==> config.mk <==
export PLATFORM = sky130hd
export DESIGN_NAME = sql_comment_literal_stripper_top
export DESIGN_NICKNAME = d
export VERILOG_FILES = /design/src/sqlcls_pkg.sv /design/src/sqlcls_front.sv /design/src/sqlcls_back.sv /design/src/sql_comment_literal_stripper_top.sv
export SDC_FILE = /design/constraint.sdc
export NUM_CORES = 1
export LEC_CHECK = 0
export CORE_ASPECT_RATIO = 1.75
export CORE_MARGIN = 3
export CORE_UTILIZATION = 60
export CTS_BUF_LIST = sky130_fd_sc_hd__clkbuf_8
export DETAILED_ROUTE_END_ITERATION = 8
export DONT_BUFFER_PORTS = 1
export GPL_ROUTABILITY_DRIVEN = 0
export HOLD_SLACK_MARGIN = 0.05
export PLACE_DENSITY = 0.79
export SETUP_SLACK_MARGIN = 0.1
export SYNTH_ARGS = -nofsm -noshare
export SYNTH_HDL_FRONTEND = slang
export SYNTH_HIERARCHICAL = 1
export SYNTH_SLANG_ARGS = --single-unit
==> constraint.sdc <==
create_clock -name clk -period 3.3 [get_ports clk]
set_input_delay 0.495 -clock clk [delete_from_list [all_inputs] [get_ports clk]]
set_output_delay 0.495 -clock clk [all_outputs]
set_load 0.05 [all_outputs]
==> src/sqlcls_pkg.sv <==
`default_nettype none

package sqlcls_pkg;

  typedef enum logic [2:0] {
    MODE_NORMAL = 3'd0,
    MODE_SQUOTE = 3'd1,
    MODE_DQUOTE = 3'd2,
    MODE_LINE   = 3'd3,
    MODE_BLOCK  = 3'd4
  } mode_t;

  localparam logic [7:0] CH_DASH  = 8'h2D;
  localparam logic [7:0] CH_SLASH = 8'h2F;
  localparam logic [7:0] CH_STAR  = 8'h2A;
  localparam logic [7:0] CH_SQ    = 8'h27;
  localparam logic [7:0] CH_DQ    = 8'h22;
  localparam logic [7:0] CH_SPACE = 8'h20;
  localparam logic [7:0] CH_NL    = 8'h0A;
  localparam logic [7:0] CH_UP_A  = 8'h41;
  localparam logic [7:0] CH_UP_Z  = 8'h5A;
  localparam logic [7:0] CASE_OFS = 8'h20;

  // one output transaction
  typedef struct packed {
    logic [7:0] chr;
    logic       present;
    logic       last;
  } res_t;

  // one queue entry: up to two results, from the held byte and the final byte
  typedef struct packed {
    logic            pair;
    res_t [1:0]      res;
  } entry_t;

  typedef struct packed {
    logic   valid;
    entry_t entry;
  } push_t;

  typedef struct packed {
    mode_t mode;
    logic  held_valid;
  } front_st_t;

  typedef struct packed {
    mode_t      mode;
    logic       emit;
    logic [7:0] val;
    logic       used;
  } scan_t;

  function automatic scan_t scan_byte(mode_t mode, logic [7:0] ch, logic has_next,
                                      logic [7:0] nxt);
    scan_t r;
    mode_t m;
    m = (mode > MODE_BLOCK) ? MODE_NORMAL : mode;
    r.mode = m;
    r.emit = 1'b0;
    r.val  = 8'h00;
    r.used = 1'b0;
    if (m == MODE_LINE) begin
      if (ch == CH_NL) begin
        r.mode = MODE_NORMAL;
        r.emit = 1'b1;
        r.val  = CH_SPACE;
      end
    end else if (m == MODE_BLOCK) begin
      if (has_next && ch == CH_STAR && nxt == CH_SLASH) begin
        r.mode = MODE_NORMAL;
        r.used = 1'b1;
      end
    end else if (m == MODE_NORMAL && has_next && ch == CH_DASH && nxt == CH_DASH) begin
      r.mode = MODE_LINE;
      r.used = 1'b1;
    end else if (m == MODE_NORMAL && has_next && ch == CH_SLASH && nxt == CH_STAR) begin
      r.mode = MODE_BLOCK;
      r.used = 1'b1;
    end else begin
      r.emit = 1'b1;
      if (m != MODE_DQUOTE && ch == CH_SQ) begin
        r.mode = (m == MODE_SQUOTE) ? MODE_NORMAL : MODE_SQUOTE;
        r.val  = CH_SPACE;
      end else if (m != MODE_SQUOTE && ch == CH_DQ) begin
        r.mode = (m == MODE_DQUOTE) ? MODE_NORMAL : MODE_DQUOTE;
        r.val  = CH_SPACE;
      end else if (m == MODE_SQUOTE || m == MODE_DQUOTE) begin
        r.val = CH_SPACE;
      end else if (ch >= CH_UP_A && ch <= CH_UP_Z) begin
        r.val = ch + CASE_OFS;
      end else begin
        r.val = ch;
      end
    end
    return r;
  endfunction

endpackage

`default_nettype wire

==> src/sqlcls_front.sv <==
`default_nettype none

module sqlcls_front (
  input  wire logic                  clk,
  input  wire logic                  rst,
  input  wire logic                  in_valid,
  output logic                       in_ready,
  input  wire logic [7:0]            in_char,
  input  wire logic                  in_last,
  input  wire logic                  q_full,
  output sqlcls_pkg::push_t          push,
  output sqlcls_pkg::front_st_t      st
);

  sqlcls_pkg::mode_t mode, mode_next, mode_mid;
  logic [7:0]        held_byte, held_byte_next;
  logic              held_valid, held_valid_next;
  sqlcls_pkg::scan_t s1, s2;
  logic              accept, emit1, emit2, have_c;
  sqlcls_pkg::entry_t entry;

  assign in_ready = !q_full;
  assign accept   = in_valid && in_ready;

  always_comb begin
    // held byte sees the new byte as lookahead
    s1       = sqlcls_pkg::scan_byte(mode, held_byte, 1'b1, in_char);
    emit1    = held_valid && s1.emit;
    have_c   = !(held_valid && s1.used);
    mode_mid = held_valid ? s1.mode : mode;
    // final byte is flushed with no lookahead
    s2       = sqlcls_pkg::scan_byte(mode_mid, in_char, 1'b0, 8'h00);
    emit2    = in_last && have_c && s2.emit;

    entry = '0;
    entry.pair = emit1 && emit2;
    if (emit1) begin
      entry.res[0].chr     = s1.val;
      entry.res[0].present = 1'b1;
      entry.res[1].chr     = s2.val;
      entry.res[1].present = 1'b1;
    end else begin
      // end marker carries a zero byte
      entry.res[0].chr     = emit2 ? s2.val : 8'h00;
      entry.res[0].present = emit2;
    end
    if (entry.pair) begin
      entry.res[1].last = in_last;
    end else begin
      entry.res[0].last = in_last;
    end

    push.valid = accept && (emit1 || emit2 || in_last);
    push.entry = entry;

    if (in_last) begin
      mode_next       = sqlcls_pkg::MODE_NORMAL;
      held_byte_next  = 8'h00;
      held_valid_next = 1'b0;
    end else begin
      mode_next       = mode_mid;
      held_byte_next  = have_c ? in_char : 8'h00;
      held_valid_next = have_c;
    end
  end

  always_ff @(posedge clk) begin
    if (rst) begin
      mode       <= sqlcls_pkg::MODE_NORMAL;
      held_byte  <= 8'h00;
      held_valid <= 1'b0;
    end else if (accept) begin
      mode       <= mode_next;
      held_byte  <= held_byte_next;
      held_valid <= held_valid_next;
    end
  end

  assign st = '{mode: mode, held_valid: held_valid};

endmodule

`default_nettype wire

==> src/sqlcls_back.sv <==
`default_nettype none

module sqlcls_back #(
  parameter int DEPTH = 4
) (
  input  wire logic              clk,
  input  wire logic              rst,
  input  wire sqlcls_pkg::push_t push,
  output logic                   q_full,
  output logic                   out_valid,
  input  wire logic              out_ready,
  output logic [7:0]             out_char,
  output logic                   out_present,
  output logic                   out_last
);

  localparam int PTR_W = (DEPTH > 1) ? $clog2(DEPTH) : 1;
  localparam int CNT_W = $clog2(DEPTH + 1);
  localparam logic [PTR_W-1:0] PTR_LAST = PTR_W'(DEPTH - 1);
  localparam logic [CNT_W-1:0] CNT_FULL = CNT_W'(DEPTH);

  sqlcls_pkg::entry_t mem [DEPTH];
  logic [PTR_W-1:0]   wr_ptr, rd_ptr;
  logic [CNT_W-1:0]   count;
  logic               sel;
  logic               load, pop, do_push;
  sqlcls_pkg::entry_t head;
  sqlcls_pkg::res_t   pick;

  assign q_full  = (count == CNT_FULL);
  assign do_push = push.valid && !q_full;
  assign head    = mem[rd_ptr];
  assign load    = (count != '0) && (!out_valid || out_ready);
  // second half of a pair still pending keeps the entry at the head
  assign pop     = load && (sel || !head.pair);
  assign pick    = sel ? head.res[1] : head.res[0];

  always_ff @(posedge clk) begin
    if (do_push) begin
      mem[wr_ptr] <= push.entry;
    end
    if (load) begin
      out_char    <= pick.chr;
      out_present <= pick.present;
      out_last    <= pick.last;
    end
  end

  always_ff @(posedge clk) begin
    if (rst) begin
      wr_ptr    <= '0;
      rd_ptr    <= '0;
      count     <= '0;
      sel       <= 1'b0;
      out_valid <= 1'b0;
    end else begin
      if (do_push) begin
        wr_ptr <= (wr_ptr == PTR_LAST) ? '0 : wr_ptr + 1'b1;
      end
      if (pop) begin
        rd_ptr <= (rd_ptr == PTR_LAST) ? '0 : rd_ptr + 1'b1;
      end
      count <= count + CNT_W'(do_push) - CNT_W'(pop);
      if (load) begin
        sel <= !pop;
      end
      if (load) begin
        out_valid <= 1'b1;
      end else if (out_ready) begin
        out_valid <= 1'b0;
      end
    end
  end

endmodule

`default_nettype wire

==> src/sql_comment_literal_stripper_top.sv <==
// path: a result passes through the queue and then the output register;
// each byte waits in the hold register for the next byte, the final byte flushes
// throughput: one input byte per cycle unless q_full; the scan is combinational;
// one result per cycle on the output when out_ready; the final transaction may
// yield two, sent in turn; the QUEUE_DEPTH-entry queue joins front and back
// reset: synchronous, clears scan mode, hold register, queue and output valid
`default_nettype none

module sql_comment_literal_stripper_top #(
  parameter int QUEUE_DEPTH = 4
) (
  input  wire logic       clk,
  input  wire logic       rst,
  input  wire logic       in_valid,
  output logic            in_ready,
  input  wire logic [7:0] in_char,
  input  wire logic       in_last,
  output logic            out_valid,
  input  wire logic       out_ready,
  output logic [7:0]      out_char,
  output logic            out_present,
  output logic            out_last
);

  sqlcls_pkg::push_t     push;
  sqlcls_pkg::front_st_t front_st;
  logic                  q_full;

  sqlcls_front u_front (
    .clk      (clk),
    .rst      (rst),
    .in_valid (in_valid),
    .in_ready (in_ready),
    .in_char  (in_char),
    .in_last  (in_last),
    .q_full   (q_full),
    .push     (push),
    .st       (front_st)
  );

  sqlcls_back #(
    .DEPTH (QUEUE_DEPTH)
  ) u_back (
    .clk         (clk),
    .rst         (rst),
    .push        (push),
    .q_full      (q_full),
    .out_valid   (out_valid),
    .out_ready   (out_ready),
    .out_char    (out_char),
    .out_present (out_present),
    .out_last    (out_last)
  );

  // scan state never reaches into the next statement
  a_last_clears: assert property (@(posedge clk) disable iff (rst)
    (in_valid && in_ready && in_last) |=>
      (front_st.mode == sqlcls_pkg::MODE_NORMAL && !front_st.held_valid))
    else $error("scan state not cleared after final byte");

  // marker-only transaction is always the final one and carries a zero byte
  a_marker: assert property (@(posedge clk) disable iff (rst)
    (out_valid && !out_present) |-> (out_last && out_char == 8'h00))
    else $error("bad end marker");

  a_lowercase: assert property (@(posedge clk) disable iff (rst)
    (out_valid && out_present) |->
      !(out_char >= sqlcls_pkg::CH_UP_A && out_char <= sqlcls_pkg::CH_UP_Z))
    else $error("uppercase byte on output");

endmodule

`default_nettype wire
==> results of run 1 <==
## per-layer routing
metal | share of wire [%] | global-route usage [%] | vias to the layer above
met1 | 37 | 23.9 | 1668
met3 | 4.8 | 5.07 | 35
met4 | 4.3 | 13.2 | 0
met2 | 54 | 37.5 | 128
met5 | 0 | 0 | -
li1 | - | - | 1564
## cell type report
type | instances | area share [%]
multi-input cells | 235 | 34.6
well taps | 120 | 2.40
flip-flops and latches | 117 | 52.6
repair buffers | 23 | 2.76
inverters | 8 | 0.481
clock buffers | 17 | 3.75
clock inverters | 15 | 3.40
## final timing paths
check,slack [ps],from,cells after the start,end
max,250,u_front/held_byte[4],8,u_back/mem[3][3]
max reg2reg,250,u_front/held_byte[4],8,u_back/mem[3][3]
min reg2reg,530,u_back/rd_ptr[1],2,u_back/rd_ptr[1]
min,140,rst,1,u_back/count[1]
## worst max-delay path: stages, from the launching register on
cell     delay (ps)
dfxtp_2         360
or3_4           420
or4_4           450
o21ai_4         100
nor2_1           60
nor2_1           70
nor2b_1         160
buf_4           160
and2_1          860
## state kept, by name (all words and copies together) (netlist names), named ones only
signal and cells:
u_back/out_last 1, u_back/count 3, u_back/out_present 1, u_back/out_char 8, u_front/mode 3, u_front/held_byte 8
u_front/held_valid 1, u_back/out_valid 1, u_back/mem 84, u_back/wr_ptr 2, u_back/sel 1, u_back/rd_ptr 2
## power by group
part	switching [mW]	internal, mW
clock	0.552	0.890
sequential	0.313	1.86
combinational	0.543	0.487
## stage by stage
stage / hold WS (ps) / worst slack, ps / total power [mW] / area (sq um) / instances
2_1_floorplan: 475 / 39.6 / 3.01 / 5630 / 386
3_3_place_gp: 490 / 264 / 3.21 / 5800 / 503
3_5_place_dp: 528 / 191 / 3.24 / 5800 / 503
4_1_cts: 116 / 171 / 4.69 / 6240 / 535
5_1_grt: 113 / 107 / 4.86 / 6250 / 535
6_report: 142 / 249 / 4.65 / 6250 / 535
## repair_timing
action / CTS / global route
setup buffers: 0 / 0
resized for setup: 0 / 2
setup endpoints to repair: 0 / 22
==> impl_metrics.ini, run 1 <==
[setup_path]
path_class = flip-flop to flip-flop
cp.required_ps = 3330
crit_arrival_ps = 3080
start_kind = flip-flop
endpoint_kind = flip-flop
worst-path-max-fanout = 21

[timing]
finalSetupViolCount = 0
finClkSkew_ps = 10.9
hold_viol = 0
rsz0062_at_grt = no
slew_headroom_pct = 26.2
final_max_slew_viol_count = 0
layout_min_cycle_time_ps = 3050
fin_crit_sh_pct = 92.5
worst_pin_slew_ps = 1110
setup_tns_ps = 0
fmax_ghz = 0.328

[floorplanning]
fp.dieH_um = 134
ioPinCount = 25
initial_core_util_pct = 61.7
rows = 46
die_width_um = 78.9
fp.coreArea_sq_um = 9040
dieArea_sq_um = 10500

[route]
routedWlPerCell_um = 20.1
drt_iter0_markers = 231
wl_mm = 10.7
viasPerCell = 6.35
vias = 3395
drc = 0
ant_nets = 0
dr.pass1.iters = 5

[placement]
hpwl_mm = 7.49
io_buffers = 0

[synth]
syn-instance-count = 386
syn_area_sq_um = 5580
yosysWarnings = 6
syn_area_per_cell_sq_um = 14.5
synth_fp_nets = 409

[cts]
insertion_delay_ps = 420
clk_transition_reported_paths_ps = 70
cts_buffers = 17
hold_buffers = 0
cts_sinks = 117
cts_buffer_depth = 2
cts-root-buf = clkbuf_8
cts_tree = built
htreeDepth = 4

[global_routing]
grt_max_degree = 24
antenna_found_initial = 0
globalRouteOverflowTotal = 0
grt_pass1_wl_mm = 17.2
first_global_vias = 3460
grt_usage_pct = 21.7

[pwr]
p_per_area_nw_per_um2 = 744
vdd_drop_max_v = 0.000348
leakagePower_nw = 2.17

[layout]
multi_input_area_sq_um = 2160
drive_gt1_share_pct = 23.6
final_cell_mix = edfxtp_1, nor2_1, buf_4
area_growth_pct = 12.0
final_common_cell = edfxtp_1
ff_latch_area_sq_um = 3290
fillerInstances = 610
layout.nets = 425
post-route-util_pct = 69.1
antenna_cells = 0

[hold_path]
hold_class = input port to flip-flop

[job]
drv_cap = 0

[outcome]
status = complete, no violations
Power figures use the tool's default switching activity.
==> run 2: changes to the inputs <==
--- a/config.mk
+++ b/config.mk
@@ -6,14 +6,13 @@
 export NUM_CORES = 1
 export LEC_CHECK = 0
 export CORE_ASPECT_RATIO = 1.75
-export CORE_MARGIN = 3
-export CORE_UTILIZATION = 60
+export CORE_MARGIN = 1.5
+export CORE_UTILIZATION = 45
 export CTS_BUF_LIST = sky130_fd_sc_hd__clkbuf_8
 export DETAILED_ROUTE_END_ITERATION = 8
 export DONT_BUFFER_PORTS = 1
 export GPL_ROUTABILITY_DRIVEN = 0
 export HOLD_SLACK_MARGIN = 0.05
-export PLACE_DENSITY = 0.79
 export SETUP_SLACK_MARGIN = 0.1
 export SYNTH_ARGS = -nofsm -noshare
 export SYNTH_HDL_FRONTEND = slang
==> impl_metrics.ini, run 2 (synthesis results as in run 1) <==
[cts]
insertion_delay_ps = 420
hold_buffers = 0
cts_sinks = 117
cts_buffer_depth = 2
htreeDepth = 4
cts-root-buf = clkbuf_8
cts_buffers = 17
cts_tree = built
clk_transition_reported_paths_ps = 70

[pwr]
leakagePower_nw = 2.16
p_per_area_nw_per_um2 = 716
internal-power_mw = 3.02
power.total_mw = 4.48
comb_power_share_pct = 22.7
p_switching_mw = 1.45
clkPwrFrac_pct = 28.2
seqPwrFrac_pct = 49.1
netSwitchingFraction_pct = 32.5
vdd_drop_max_v = 0.000284

[job]
drv_cap = 0

[timing]
fmax_ghz = 0.335
hold_viol = 0
finClkSkew_ps = 11.6
worst_pin_slew_ps = 631
layout_min_cycle_time_ps = 2990
worst_slack_ps = 313
setup_tns_ps = 0
final_max_slew_viol_count = 0
slew_headroom_pct = 57.4
rsz0062_at_grt = no
fin_crit_sh_pct = 90.5
finalSetupViolCount = 0

[floorplanning]
initial_core_util_pct = 46.2
fp.coreArea_sq_um = 12100
fp.dieH_um = 150
dieArea_sq_um = 13100
rows = 53
ioPinCount = 25
die_width_um = 87.2

[route]
viasPerCell = 5.71
vias = 3313
wl_mm = 11.2
drc = 0
drt_iter0_markers = 214
dr.pass1.iters = 4
ant_nets = 0
routedWlPerCell_um = 19.4

[setup_path]
max_stage_delay_ps = 470
start_kind = flip-flop
cp.required_ps = 3620
crit_arrival_ps = 3300
path_cells = nor3_1, o2111a_2, and4b_2, o21ai_4, nor2_1, nor2_1, nor2b_1, inv_1, ha_1, inv_1, ha_1, inv_1, fa_2, xor2_1, xnor2_1, nor2_1
path_class = flip-flop to flip-flop
slowest_stage = dfxtp_1
endpoint_kind = flip-flop
worst-path-max-fanout = 10

[layout]
drive_gt1_share_pct = 24.6
largest-register = u_back/mem
final_common_cell = edfxtp_1
antenna_cells = 0
largest_reg_flops = 84
top_regs = u_back/mem (84), u_back/out_char (8), u_front/held_byte (8)
final_cell_mix = edfxtp_1, nor2_1, buf_4
post-route-util_pct = 51.8
layout.nets = 425
area_growth_pct = 12.0

[global_routing]
antenna_found_initial = 0
grt_usage_pct = 18.7
globalRouteOverflowTotal = 0
grt_max_degree = 24
grt_pass1_wl_mm = 17.7
first_global_vias = 3424

[hold_path]
hold_class = input port to flip-flop

[placement]
preCtsSetupSlack_ps = 165
io_buffers = 0
hpwl_mm = 7.73

[outcome]
status = complete, no violations
-- run 2: cell count changes in the layout (fill, tap and decap cells not counted), sizes merged --
cell,before,now
bufinv,5,2
inv,9,12
clkinv,6,8
clkinvlp,3,1
-- run 2: power groups by stage --
stage	Combinational, mW	Sequential (mW)	Clock [mW]
floorplan	0.806	2.20	0
global placement	1.01	2.23	0
detailed placement	1.03	2.24	0
CTS	1.04	2.20	1.30
global route	1.12	2.22	1.36
finish	1.02	2.20	1.26
-- run 2: layer usage --
layer / track usage, % / part of all wire [%] / up-vias
met1: 19.4 / 38 / 1638
met4: 9.05 / 3.1 / 0
li1: - / - / 1566
met5: 0 / 0 / -
met3: 5.04 / 3.5 / 23
met2: 34.1 / 56 / 86
-- run 2: through the flow --
step	hold WS, ps	instance area, sq um	cells
floorplan	475	5630	386
CTS	105	6240	580
global route	97.1	6250	580
global placement	508	5850	548
finish	137	6250	580
detailed placement	538	5850	548
-- run 2: layout make-up --
class | count | area [sq um]
Fill cell | 1034 | 5820
Multi-Input combinational cell | 235 | 2160
Sequential cell | 117 | 3290
Clock inverter | 15 | 156
Inverter | 8 | 30.0
Tap cell | 165 | 206
Clock buffer | 17 | 234
Timing Repair Buffer | 23 | 173
-- run 2: worst max-delay path, delay by kind of cell, from the launching register on --
kind | cells | cell delay, ps
compound gates | 2 | 460
xor+xnor | 2 | 320
fa+ha+maj | 3 | 740
buf+inv | 3 | 160
flops | 1 | 470
simple gates | 6 | 720
-- run 2: timing repair --
item,4_1_cts,5_1_grt
buffers inserted,0,0
setup endpoints to repair,0,43
resized for setup,0,5
-- run 2: path summary, 6_finish.rpt --
| path | startpoint | end | slack, ps | cells after the start |
|---|---|---|---|---|
| worst max-delay path | u_front/mode[2] | u_back/count[2] | 310 | 16 |
| worst min-delay path | rst | u_back/out_valid | 140 | 1 |
| worst max register to register | u_front/mode[2] | u_back/count[2] | 310 | 16 |
| worst min register to register | u_back/rd_ptr[0] | flip-flop | 530 | 2 |
